===== src/hdl/nnm_pkg.sv =====
// Shared constants, status codes and controller/datapath interface structs
// for the neighborhood nearest-match block. No dependencies.
`default_nettype none

package nnm_pkg;

    // Pool geometry
    localparam int POOL_DEPTH = 65536;
    localparam int ADDR_W     = (POOL_DEPTH > 1) ? $clog2(POOL_DEPTH) : 1;
    localparam int CNT_W      = $clog2(POOL_DEPTH + 1);

    // Pixel and entry layout: ul, up, ur, left, center from the low bits up
    localparam int PIX_W      = 24;
    localparam int NBR_PIX    = 4;
    localparam int NBR_BYTES  = 3 * NBR_PIX;
    localparam int ENTRY_W    = 5 * PIX_W;
    localparam int SQ_W       = 16;
    localparam int PSUM_W     = 18;
    localparam int DIST_W     = 20;

    // Stream widths
    localparam int IN_DATA_W  = ENTRY_W;
    localparam int IN_USER_W  = 1;
    localparam int OUT_DATA_W = 48;
    localparam int OUT_USER_W = 2;

    // Command codes
    localparam logic CMD_LOAD  = 1'b0;
    localparam logic CMD_QUERY = 1'b1;

    // Result status codes
    localparam logic [1:0] ST_STORED = 2'd0;
    localparam logic [1:0] ST_FULL   = 2'd1;
    localparam logic [1:0] ST_MATCH  = 2'd2;
    localparam logic [1:0] ST_EMPTY  = 2'd3;

    // Controller to datapath
    typedef struct packed {
        logic       capture;      // latch the accepted input item
        logic       write_en;     // store the latched entry and bump the count
        logic       scan_start;   // rewind the scan index, clear the best
        logic       issue;        // read one pool entry into the pipeline
        logic       post;         // load the output register
        logic [1:0] post_status;
    } t_dp_cmd;

    // Datapath to controller
    typedef struct packed {
        logic is_query;
        logic full;
        logic empty;
        logic scan_last;
        logic pipe_busy;
        logic out_free;
    } t_dp_sts;

endpackage

`default_nettype wire


===== src/hdl/nnm_ctrl.sv =====
// Sequencer for the nearest-match block: decides loads, runs the pool scan
// and posts results. Depends on nnm_pkg.
`default_nettype none

module nnm_ctrl (
    input  wire logic            i_clk,
    input  wire logic            i_rst_n,
    input  wire logic            i_in_valid,
    output logic                 o_in_ready,
    input  wire nnm_pkg::t_dp_sts i_sts,
    output nnm_pkg::t_dp_cmd     o_cmd
);

    localparam logic [2:0] S_IDLE   = 3'd0;
    localparam logic [2:0] S_DECIDE = 3'd1;
    localparam logic [2:0] S_SCAN   = 3'd2;
    localparam logic [2:0] S_DRAIN  = 3'd3;
    localparam logic [2:0] S_POST   = 3'd4;

    logic [2:0] r_state, n_state;
    logic [1:0] r_status, n_status;

    always_ff @(posedge i_clk) begin
        if (!i_rst_n) begin
            r_state  <= S_IDLE;
            r_status <= nnm_pkg::ST_STORED;
        end else begin
            r_state  <= n_state;
            r_status <= n_status;
        end
    end

    always_comb begin
        n_state           = r_state;
        n_status          = r_status;
        o_in_ready        = 1'b0;
        o_cmd             = '0;
        o_cmd.post_status = r_status;
        unique case (r_state)
            S_IDLE: begin
                o_in_ready    = 1'b1;
                o_cmd.capture = i_in_valid;
                if (i_in_valid) begin
                    n_state = S_DECIDE;
                end
            end
            S_DECIDE: begin
                n_state = S_POST;
                if (!i_sts.is_query) begin
                    if (i_sts.full) begin
                        n_status = nnm_pkg::ST_FULL;
                    end else begin
                        o_cmd.write_en = 1'b1;
                        n_status       = nnm_pkg::ST_STORED;
                    end
                end else if (i_sts.empty) begin
                    n_status = nnm_pkg::ST_EMPTY;
                end else begin
                    o_cmd.scan_start = 1'b1;
                    n_status         = nnm_pkg::ST_MATCH;
                    n_state          = S_SCAN;
                end
            end
            S_SCAN: begin
                o_cmd.issue = 1'b1;
                if (i_sts.scan_last) begin
                    n_state = S_DRAIN;
                end
            end
            S_DRAIN: begin
                if (!i_sts.pipe_busy) begin
                    n_state = S_POST;
                end
            end
            S_POST: begin
                if (i_sts.out_free) begin
                    o_cmd.post = 1'b1;
                    n_state    = S_IDLE;
                end
            end
            default: begin
                n_state = S_IDLE;
            end
        endcase
    end

endmodule

`default_nettype wire


===== config.mk =====
export PLATFORM = sky130hd
export DESIGN_NAME = nnm_ctrl
export DESIGN_NICKNAME = d
export VERILOG_FILES = /design/src/hdl/nnm_pkg.sv /design/src/hdl/nnm_ctrl.sv
export SDC_FILE = /design/constraint.sdc
export NUM_CORES = 1
export LEC_CHECK = 0
export BUFFER_PORTS_ARGS = -buffer_cell sky130_fd_sc_hd__buf_2
export CAP_MARGIN = 40
export CORE_AREA = 4 4 41 43
export CTS_BUF_LIST = sky130_fd_sc_hd__clkbuf_4
export DETAILED_ROUTE_END_ITERATION = 8
export DIE_AREA = 0 0 45 47
export HOLD_SLACK_MARGIN = 0.05
export PLACE_DENSITY = 0.6
export SLEW_MARGIN = 20
export SYNTH_ARGS = -nofsm -noshare
export SYNTH_HDL_FRONTEND = slang
export SYNTH_SLANG_ARGS = --single-unit

===== constraint.sdc =====
create_clock -name i_clk -period 1.4 [get_ports i_clk]
set_input_delay 0.21 -clock i_clk [delete_from_list [all_inputs] [get_ports i_clk]]
set_output_delay 0.21 -clock i_clk [all_outputs]
set_load 0.005 [all_outputs]

# == Word-level counts from Yosys, hierarchy flattened ==
# Index checks and enable logic that the tools add are counted.
# totals
register_bits,5
wordCells,32
latch_bits,0
rom_bits,0
out_inout_bits,8
mem_count,0
ram_bits,0
in_bits,9
# op_classes
n_eq_ne,8
n_mul,0
bitwise,0
n_shift,0
add_sub_neg,0
div_mod_pow,0
reduce_logical,2
n_lt_le_gt_ge,0
muxes,20
# ops
cell,count
two-way mux 3 bit,6
case mux 3 bit (5 select lines),1
two-way mux 1 bit,11
!= test 2 bit (second input constant),4
== test 3 x 2 -> 1 bit (second input constant),2
two-way mux 2 bit,2
AND reduction 4 bit,1
== test 3 x 1 -> 1 bit (second input constant),1
== test 3 bit (second input constant),1
zero test 3 bit,1

# == Longest topological paths before layout ==
# logic_depth
word_depth,3
mapped_depth,4
ltp_nobuf,3

# == Worst setup path after synthesis ==
# OpenSTA, ideal clock, no wires.
# synth_timing
path_kind,flip-flop to output port
startpoint,register r_state[0]
endpoint,output port o_cmd[5] (netlist bit)
n_path_buf,1
slack_ns,0.296
arrival_time_ns,0.894
required_ns,1.190
path_stages_with_launch,4
path_cell_list,dfxtp_1 buf_6 nor3b_4 nor3b_1
# synth_rtl
element,line,source
from (decl),nnm_ctrl.sv:20,"logic [2:0] r_state, n_state;"
from (signal assigned),nnm_ctrl.sv:28,r_state <= n_state;
to (decl),nnm_ctrl.sv:11,output nnm_pkg::t_dp_cmd o_cmd

==> run_results.csv <==
group,metric,value,unit
die,core-area,0.001301,mm^2
setup_path,critical_path_arrival,1.13,ns
place,pre_cts_slack,0.1781,ns
synthesis,synth_sequential_area_ratio,31.62,%
place,gpl.final_weighted_congestion,0.7146,
global_routing,globalRouteOverflowTotal,0,
timing,setup_violations,0,
cells_and_area,mostFrequentLayoutCell,"sky130_fd_sc_hd__buf_2",
synthesis,synth_top_area_cell,"sky130_fd_sc_hd__dfxtp_1",
synthesis,mean_cell_area_of_the_mapped_netlist,9.892,um^2
timing,worst_clock_skew,0.001469,ns
timing,max_freq,747.2,MHz
synthesis,synth_largest_type_area_fraction,31.62,%
global_routing,track_usage,6.883,%
route,first_pass_iters,2,
cells_and_area,design.final.nets,63,
timing,slew_at_the_pin_with_the_worst_max_slew_slack,0.2798,ns
setup_path,crit_end_element,"primary output",
cells_and_area,multi_input_area,200.2,um^2
clock_network,numCtsBuffers,3,
synthesis,synth_nets,41,
setup_path,setup.worst_path.start,"r_state[1]",
die,std_cell_rows,13,
setup_path,criticalPathCategory,"flip-flop to primary output",
synthesis,synth_warnings,0,
clock_network,clkSlewWorstSetupHoldPaths,0.04,ns
synthesis,synth.cell_area,316.6,um^2
worst_hold_path,timing.hold.worst.class,"input port to flip-flop",
route,num_vias,305,
place,count_of_port_buffers_added_during_placement,16,
global_routing,number_of_global_route_vias_before_repair,305,
power,power.density,998.0,mW/mm^2
place,dpl-instance-area,400.4,um^2
die,io-pin-count,17,
synthesis,synthesis.instances,32,
timing,max-slew-margin-rel,81.09,%
cells_and_area,layout.cells.most_common_list,"sky130_fd_sc_hd__buf_2 (16), sky130_fd_sc_hd__clkbuf_4 (4), sky130_fd_sc_hd__nand2_1 (3), sky130_fd_sc_hd__buf_4 (3), sky130_fd_sc_hd__dfxtp_1 (3)",
synthesis,async_flop_share,0,%
synthesis,synth-edff-count,0,
cells_and_area,area_growth_syn_to_layout,45.45,%
cells_and_area,final_design_area_no_fill,460.4,um^2
outcome,status,"complete, no violations",
route,via_per_inst,4.485,
clock_network,cts_tree,"yes",
die,start_util,24.33,%
timing,report.final.hold_viol_count,0,
timing,setup_ws,0.06174,ns
setup_path,critical_path.max_fanout,10,
timing,timing.final.max_slew_violations,0,
power,max-vdd-ir-drop,0.2817,mV
timing,grt_setup_unrepaired,"true",
power,power_leakage,0.0002190,uW
route,route.antenna.remaining_nets,0,
worst_hold_path,hp_start,"i_rst_n",
cells_and_area,layout-drive-gt1-share,58.49,%
timing,period_share,95.59,%
clock_network,ctsHoldBuffers,0,
synthesis,synth_top_cells_by_area,"sky130_fd_sc_hd__dfxtp_1 (32%), sky130_fd_sc_hd__buf_6 (7.1%), sky130_fd_sc_hd__mux2i_1 (6.3%)",
die,die_ar,0.002115,mm^2
setup_path,rrSetupSlack,0.32,ns
die,die_h,47,um
synthesis,post_synth_num_cell_types,20,
global_routing,grt_start_max_net_pins,11,
run,timing.max_cap.violations,0,
die,die_width,45,um
setup_path,r2r_path_start,"r_state[1]",
cells_and_area,seq_cell_area,105.1,um^2
clock_network,clockBufferDepth,2,
setup_path,startpoint_type,"flip-flop",
cells_and_area,insertedDiodeCount,0,
clock_network,clock-root-buffer,"sky130_fd_sc_hd__clkbuf_4",
clock_network,htreeDepth,1,
global_routing,grt_antenna_before_repair,0,
route,wl_per_cell,9.779,um
timing,timing.final.crit_period,1.338,ns
cells_and_area,nFillCells,152,
clock_network,worstSkewPairLatency,0.23,ns
setup_path,critPathRequiredTime,1.19,ns
route,post_route_drc,0,
route,detail_route.iter0.violations,1,
global_routing,first_pass_grt_wire_length,1069,um
synthesis,synth_flop_cell,"sky130_fd_sc_hd__dfxtp_1",
synthesis,postSynthRegisterBits,5,
route,finalWirelength,665,um
clock_network,numClockSinks,5,
## through the flow
| step | TNS (ns) | total power [uW] | utilization, % | cells | hold WS (ns) |
|---|---|---|---|---|---|
| after detailed placement | 0 | 272.4 | 30.77 | 62 | 0.4737 |
| after global routing | -0.01462 | 488.1 | 35.38 | 68 | 0.2338 |
| final | 0 | 459.5 | 35.38 | 68 | 0.2332 |
| after global placement | 0 | 271.1 | 30.77 | 62 | 0.4680 |
| after CTS | 0 | 464.6 | 34.33 | 68 | 0.2324 |
| after floorplan | 0 | 234.9 | - | 32 | 0.3278 |
## where the power goes
group / leakage [uW] / internal (uW) / switching, uW
clock: 0.0000184 / 127 / 52.0
combinational: 0.000158 / 67.5 / 45.4
sequential: 0.0000422 / 155 / 12.6
## layer usage
metal | vias up | wire (um) | global-route usage (%)
met4 | 0 | 19 | 7.018
met3 | 2 | 45 | 0
met2 | 13 | 315 | 11.86
met5 | - | 0 | 0
met1 | 132 | 285 | 7.534
li1 | 158 | - | -
## synth_stat cells, drive strengths merged (2+ instances only)
| library cell | count |
|---|---|
| mux2i | 2 |
| nor3b | 4 |
| nor2b | 2 |
| nor4b | 2 |
| a211oi | 2 |
| nand2 | 3 |
| dfxtp | 5 |
| buf | 2 |
## repair_timing
item,4_1_cts,5_1_grt
endpoints found under the setup margin,2,3
buffers inserted,2,0
pin swaps,1,1
hold endpoints to repair,0,0
resized for setup,1,4
## cell families (layout without fill, tap and decap cells)
group / after synthesis / in the layout / synth area share (%)
buffers and inverters: 3 / 24 / 8.299
multiplexers: 2 / 2 / 6.324
AO/OA/AOI/OAI: 6 / 6 / 13.44
flip-flops: 5 / 5 / 31.62
AND/OR/NAND/NOR: 16 / 16 / 40.32
## state kept, by name, summed over array words and instances (netlist names)
name and cells:
r_state 3, r_status 2
## critical path, stage by stage, from the launching register on
cell	delay (ns)
sky130_fd_sc_hd__dfxtp_4	0.37
sky130_fd_sc_hd__nor3b_4	0.21
sky130_fd_sc_hd__nor3b_2	0.18
sky130_fd_sc_hd__buf_2	0.13
## final cells by class
cell class | instances | share of cell area [%]
Multi-Input combinational cell | 24 | 43.48
Clock buffer | 4 | 6.522
Timing Repair Buffer | 19 | 22.28
Tap cell | 15 | 4.076
Sequential cell | 5 | 22.83
Inverter | 1 | 0.8152
## path summary, 6_finish.rpt
check                                   end  depth (start not counted)
worst max-delay path               o_cmd[5]                          3
worst min-delay path             r_state[2]                          2
worst max register to register  r_status[1]                          4
worst min register to register  r_status[0]                          1
(Power assumes the default switching activity.)
